===== config.mk =====
export PLATFORM = sky130hd
export DESIGN_NAME = svfr_ram
export DESIGN_NICKNAME = d
export VERILOG_FILES = /design/src/hdl/svfr_ram.sv
export SDC_FILE = /design/constraint.sdc
export NUM_CORES = 1
export LEC_CHECK = 0
export BUFFER_PORTS_ARGS = -buffer_cell sky130_fd_sc_hd__buf_2
export CAP_MARGIN = 15
export CORE_ASPECT_RATIO = 1.4
export CORE_MARGIN = 4
export CORE_UTILIZATION = 60
export DETAILED_ROUTE_END_ITERATION = 10
export HOLD_SLACK_MARGIN = 0.12
export PLACE_DENSITY_LB_ADDON = 0.12
export SLEW_MARGIN = 20
export SYNTH_ARGS = -nofsm -noshare
export SYNTH_HDL_FRONTEND = slang
export SYNTH_SLANG_ARGS = --single-unit

===== constraint.sdc =====
create_clock -name clk_i -period 3.8 [get_ports clk_i]
set_clock_uncertainty 0.15 [all_clocks]
set_input_delay 0.19 -clock clk_i [delete_from_list [all_inputs] [get_ports clk_i]]
set_output_delay 0.19 -clock clk_i [all_outputs]
set_load 0.01 [all_outputs]

===== src/hdl/svfr_ram.sv =====
`default_nettype none
module svfr_ram #(
  parameter int Width = 8,
  parameter int Depth = 16
) (
  input  wire logic                     clk_i,
  input  wire logic                     we_i,
  input  wire logic [$clog2(Depth)-1:0] waddr_i,
  input  wire logic [Width-1:0]         wdata_i,
  input  wire logic [$clog2(Depth)-1:0] raddr_i,
  output logic [Width-1:0]              rdata_o
);
  logic [Width-1:0] mem [Depth];
  always_ff @(posedge clk_i) begin
    if (we_i) mem[waddr_i] <= wdata_i;
    rdata_o <= mem[raddr_i];
  end
endmodule
`default_nettype wire


==> flow_metrics.tcl, run 1 <==
set metrics [dict create \
    result_of_the_run "finished, final reports clean" \
    drt_pre_antenna_iters 4 \
    insertedDiodeCount 0 \
    layout_cells_sized_above_1 0.255 \
    data_arrival_critical_path_ns 1.93 \
    globalplace.congestion 0.757 \
    dpl.hpwl_um 5460 \
    hold_slack_ns 0.113 \
    proportion_of_netlist_area_held_by_the_largest_area_contributor 0.747 \
    dr_total_vias 2384 \
    final_std_cells_w_o_fill 392 \
    criticalPathCategory "primary input to flop" \
    utilization 0.728 \
    drv_slew 0 \
    detail-route-antenna-nets 0 \
    h-tree-depth 4 \
    worst_hold_path_type "primary input to flop" \
    clockBufferDepth 2 \
    total_leakage_power_nw 2.02 \
    cp-end-kind "flop" \
    vias_in_the_first_global_route 2492 \
    clockRootBuffer "sky130_fd_sc_hd__clkbuf_16" \
    detail_route.iter0.violations 150 \
    rsz0062_at_grt "no" \
    die_w_um 86.3 \
    synth_top_cells_by_count "128 x sky130_fd_sc_hd__edfxtp_1, 18 x sky130_fd_sc_hd__mux4_2, 16 x sky130_fd_sc_hd__a22oi_1" \
    die_h_um 118 \
    drt-vias-per-instance 6.08 \
    ff_latch_area_mm2 0.00400 \
    first_pass_grt_wire_length_um 14000 \
    crit_path_max_fanout 8 \
    fp-row-count 39 \
    timing.setup.tns_ns 0 \
    synth_async_sr_flop_share 0 \
    starting_density 0.624 \
    floorplan.die_area_mm2 0.0101 \
    gr_overflow_total 0 \
    worst_skew_pair.late_latency_ns 0.41 \
    post_syn_area_mm2 0.00515 \
    largest_net_degree_at_the_start_of_global_routing 33 \
    layout_worst_path_cycle_share 0.535 \
    nets 295 \
    timing.critical_path.required_ns 3.69 \
    netlist_top_cells_area "sky130_fd_sc_hd__edfxtp_1 75%, sky130_fd_sc_hd__mux4_2 7.9%, sky130_fd_sc_hd__mux4_1 7.1%, sky130_fd_sc_hd__dfxtp_1 3.1%, sky130_fd_sc_hd__a22oi_1 2.3%" \
    synthesis.area_per_instance_um2 22.5 \
    grt_antenna_before_repair 0 \
    dominantRegCellSynth "sky130_fd_sc_hd__edfxtp_1" \
    cts_resized 0 \
    netlist_instances 229 \
    area_growth_syn_to_layout_pct 16.6 \
    core-area_mm2 0.00825 \
    timing.slew.headroom 0.350 \
    post-place-cells 350 \
    vdd_drop_max_mv 0.414 \
    cts.reportedPaths.clkPinSlew_ns 0.06 \
    post-synth-top-area-cell "sky130_fd_sc_hd__edfxtp_1" \
    timing.max_cap.violations 0 \
    final.fill_count 487 \
    io_pins 26 \
    worstRegToRegCells 3 \
    synth_seq_cells 136 \
    synth_warnings 0 \
    max_freq_mhz 492 \
    place.port_buffers 25 \
    yosysSeqAreaShare 0.778 \
    critPathLaunchType "primary input" \
    wl_um 9000 \
    cts_tree "built" \
    routedWlPerCell_um 22.9 \
    drc 0 \
    cts_sink_cnt 136 \
    cts_inserted_buffers 17 \
    hold_violations 0 \
    multi_input_comb_area_mm2 0.00107 \
    finalSetupViolations 0 \
    grt.total_usage 0.197 \
    syn_nets 247 \
    timing_worst_slew_pin_value_ns 0.971 \
    hold_depth 2 \
    synth_cell_types 19 \
    power-per-cell-area_mw_per_mm2 556 \
    count_of_flip_flops_with_a_built_in_enable_after_synthesis 128 \
    finalWorstPathRequiredPeriod_ns 2.03 \
    post-synth-top-count-cell "sky130_fd_sc_hd__edfxtp_1" \
]
-- placed cells by master (no fill, tap or decap) --
cell | netlist | routed
sky130_fd_sc_hd__nand2_1 | 9 | 9
sky130_fd_sc_hd__clkinvlp_4 | 0 | 2
sky130_fd_sc_hd__buf_2 | 3 | 25
sky130_fd_sc_hd__and2b_1 | 1 | 1
sky130_fd_sc_hd__clkinv_2 | 0 | 3
sky130_fd_sc_hd__or3b_2 | 1 | 1
sky130_fd_sc_hd__a22oi_1 | 16 | 16
sky130_fd_sc_hd__nor3_2 | 0 | 2
sky130_fd_sc_hd__clkbuf_1 | 0 | 3
sky130_fd_sc_hd__nor2b_1 | 1 | 1
sky130_fd_sc_hd__edfxtp_1 | 128 | 128
sky130_fd_sc_hd__nand3_1 | 1 | 1
sky130_fd_sc_hd__nand3b_1 | 2 | 2
sky130_fd_sc_hd__buf_4 | 1 | 4
sky130_fd_sc_hd__clkinv_1 | 0 | 5
sky130_fd_sc_hd__mux4_2 | 18 | 18
sky130_fd_sc_hd__dlygate4sd3_1 | 0 | 10
sky130_fd_sc_hd__mux4_1 | 14 | 14
sky130_fd_sc_hd__clkbuf_16 | 0 | 17
sky130_fd_sc_hd__and2_1 | 1 | 1
sky130_fd_sc_hd__nor2_1 | 13 | 13
sky130_fd_sc_hd__nand2b_1 | 2 | 2
sky130_fd_sc_hd__dfxtp_1 | 8 | 8
sky130_fd_sc_hd__bufinv_16 | 0 | 2
sky130_fd_sc_hd__nor3_1 | 4 | 2
-- report_power, final --
part | total (mW) | internal [mW] | switching (mW)
combinational | 0.155 | 0.0676 | 0.0873
sequential | 1.69 | 1.68 | 0.00856
clock | 1.50 | 0.948 | 0.548
-- worst paths after layout --
path | start | endpoint | slack (ns)
setup / recovery | waddr_i[0] | mem[12][5] | 1.77
hold / removal | waddr_i[1] | mem[0][2] | 0.11
setup reg to reg | mem[11][7] | rdata_o[7] | 2.23
hold reg to reg | mem[14][4] | rdata_o[4] | 0.53
-- state kept, by name (all words and copies together) (netlist names) --
name     flops
rdata_o      8
mem        128
-- critical path, cell delays in order --
cell	delay, ns
sky130_fd_sc_hd__dlygate4sd3_1	0.52
sky130_fd_sc_hd__buf_2	0.17
sky130_fd_sc_hd__nor3_2	0.16
sky130_fd_sc_hd__dlygate4sd3_1	0.88
-- what timing repair did --
action / CTS / global route
hold buffers: 10 / 0
buffers inserted: 0 / 0
hold endpoints to repair: 136 / 0
-- layer usage --
metal | share of wire | routed length [um] | global-route usage | vias to the layer above
met1 | 0.41 | 3670 | 0.267 | 1212
met3 | 0.071 | 640 | 0.0651 | 11
li1 | - | - | - | 1070
met4 | 0.013 | 119 | 0.0838 | 0
met5 | 0 | 0 | 0 | -
met2 | 0.51 | 4560 | 0.296 | 91
-- layout make-up --
| class | instances | area share |
|---|---|---|
| Multi-Input combinational cell | 83 | 0.178 |
| Clock buffer | 20 | 0.0728 |
| Tap cell | 102 | 0.0213 |
| Timing Repair Buffer | 39 | 0.0425 |
| Clock inverter | 12 | 0.0181 |
| Sequential cell | 136 | 0.667 |
-- cell families (layout without fill, tap and decap cells) --
family                 after synthesis  in the layout  synth area share
AND/OR/NAND/NOR                     35             35            0.0318
AO/OA/AOI/OAI                       16             16            0.0233
multiplexers                        32             32             0.150
flip-flops                         136            136             0.778
buffers and inverters               10             71            0.0168
-- stage by stage --
stage	setup WS, ns	total power, mW	cell area [um^2]
global placement	1.59	1.86	5350
finish	1.77	3.34	6000
floorplan	1.97	1.81	5150
CTS	1.79	3.36	5990
global route	1.72	3.46	6000
detailed placement	1.48	1.87	5350
No activity file was read; power rests on OpenSTA's default activity.
==> run 2: changes to the inputs <==
--- a/config.mk
+++ b/config.mk
@@ -9,7 +9,7 @@
 export CAP_MARGIN = 15
 export CORE_ASPECT_RATIO = 1.4
 export CORE_MARGIN = 4
-export CORE_UTILIZATION = 60
+export CORE_UTILIZATION = 54
 export DETAILED_ROUTE_END_ITERATION = 10
 export HOLD_SLACK_MARGIN = 0.12
 export PLACE_DENSITY_LB_ADDON = 0.12
==> constraint.sdc (replaced) <==
create_clock -name clk_i -period 1.7 [get_ports clk_i]
set_clock_uncertainty 0.15 [all_clocks]
set_input_delay 0.085 -clock clk_i [delete_from_list [all_inputs] [get_ports clk_i]]
set_output_delay 0.085 -clock clk_i [all_outputs]
set_load 0.01 [all_outputs]
==> flow_metrics.tcl, run 2 (same netlist as run 1, synthesis figures left out) <==
set metrics [dict create \
    result_of_the_run "finished, final reports clean" \
    number_of_flip_flops_under_the_largest_register_name 128 \
    grt_antenna_before_repair 0 \
    place.port_buffers 25 \
    routedWlPerCell_um 23.1 \
    first_pass_grt_wire_length_um 15700 \
    data_arrival_critical_path_ns 1.59 \
    max_freq_mhz 696 \
    largest_net_degree_at_the_start_of_global_routing 33 \
    cts_inserted_buffers 17 \
    worst_hold_path_type "primary input to flop" \
    finalSetupViolations 0 \
    insertedDiodeCount 0 \
    post-place-ws_ns 0.106 \
    layout_worst_path_cycle_share 0.845 \
    fin_total_pwr_mw 7.77 \
    clockBufferDepth 2 \
    nets 315 \
    timing.setup.tns_ns 0 \
    cp-end-kind "flop" \
    gr_overflow_total 0 \
    critPathLaunchType "flop" \
    largest-register "mem" \
    detail-route-antenna-nets 0 \
    cts.reportedPaths.clkPinSlew_ns 0.05 \
    core-area_mm2 0.00918 \
    finalWorstPathRequiredPeriod_ns 1.44 \
    die_w_um 90.5 \
    h-tree-depth 4 \
    rsz0062_at_grt "no" \
    die_h_um 124 \
    utilization 0.682 \
    power-per-cell-area_mw_per_mm2 1240 \
    layout_cells_sized_above_1 0.316 \
    globalplace.congestion 0.719 \
    cts_sink_cnt 136 \
    hold_violations 0 \
    area_growth_syn_to_layout_pct 21.6 \
    timing_worst_slew_pin_value_ns 0.399 \
    timing.max_cap.violations 0 \
    cts_tree "built" \
    wl_um 9650 \
    dr_total_vias 2419 \
    grt.total_usage 0.200 \
    floorplan.die_area_mm2 0.0112 \
    drt-vias-per-instance 5.80 \
    starting_density 0.561 \
    biggestRegsByFlops "mem: 128 flops, rdata_o: 8 flops" \
    cts.repair_timing.setup_buffer_count 0 \
    layout_commonest_cell "sky130_fd_sc_hd__edfxtp_1" \
    io_pins 26 \
    dpl.hpwl_um 6240 \
    vias_in_the_first_global_route 2731 \
    drt_pre_antenna_iters 4 \
    drv_slew 0 \
    worst_skew_pair.late_latency_ns 0.41 \
    timing.slew.headroom 0.734 \
    layout_common_cells "128 x sky130_fd_sc_hd__edfxtp_1, 24 x sky130_fd_sc_hd__buf_2, 19 x sky130_fd_sc_hd__buf_4" \
    clockRootBuffer "sky130_fd_sc_hd__clkbuf_16" \
    postLayoutSetupSlackWorst_ns 0.264 \
    timing.critical_path.required_ns 1.85 \
    vdd_drop_max_mv 0.884 \
    drc 0 \
    fp-row-count 41 \
    detail_route.iter0.violations 216 \
    crit_path_max_fanout 1 \
    criticalPathCategory "flop to flop" \
    total_leakage_power_nw 2.17 \
]
[run 2: cell count changes in the layout (fill, tap and decap cells not counted), sizes merged]
cell         delta
clkbuf          +3
clkinv          -3
clkinvlp        -1
bufinv          +1
dlygate4sd3     +2
buf            +18
[run 2: what timing repair did]
action / 4_1_cts / 5_1_grt
hold buffers: 13 / 0
endpoints found under the hold margin: 168 / 0
resized for setup: 0 / 4
endpoints found under the setup margin: 0 / 4
[run 2: layer usage]
layer  GRT usage  part of all wire  vias up
met4      0.0900             0.018        0
met1       0.242              0.41     1220
met5           0                 0        -
met3      0.0682             0.052       17
li1            -                 -     1112
met2       0.328              0.52       70
[run 2: worst paths after layout]
path                            startpoint          to  slack (ns)  depth (start not counted)
worst max register to register   mem[0][5]  rdata_o[5]        0.26                          3
worst max-delay path             mem[0][5]  rdata_o[5]        0.26                          3
worst min-delay path            raddr_i[1]  rdata_o[0]        0.18                          5
worst min register to register  mem[15][5]  rdata_o[5]        0.52                          3
[run 2: power breakdown]
group / leakage, nW / internal [mW] / switching, mW
Clock: 0.291 / 2.37 / 1.24
Combinational: 0.655 / 0.179 / 0.205
Sequential: 1.22 / 3.75 / 0.0229
[run 2: critical path: stages (launching register included)]
cell	delay (ns)
sky130_fd_sc_hd__edfxtp_1	0.38
sky130_fd_sc_hd__mux4_1	0.52
sky130_fd_sc_hd__a22oi_2	0.21
sky130_fd_sc_hd__nand2_1	0.07
[run 2: final cells by class]
cell class	instances	area, um^2
Multi-Input combinational cell	83	1080
Fill cell	596	2920
Tap cell	107	134
Clock inverter	9	123
Timing Repair Buffer	59	454
Clock buffer	23	468
Sequential cell	136	4000
[run 2: per-stage QoR]
step           hold WS [ns]  area [um^2]  cells
2_1_floorplan        0.0339         5150    229
3_3_place_gp          0.329         5540    374
3_5_place_dp          0.338         5540    374
4_1_cts               0.166         6260    419
5_1_grt               0.192         6260    417
6_report              0.182         6260    417
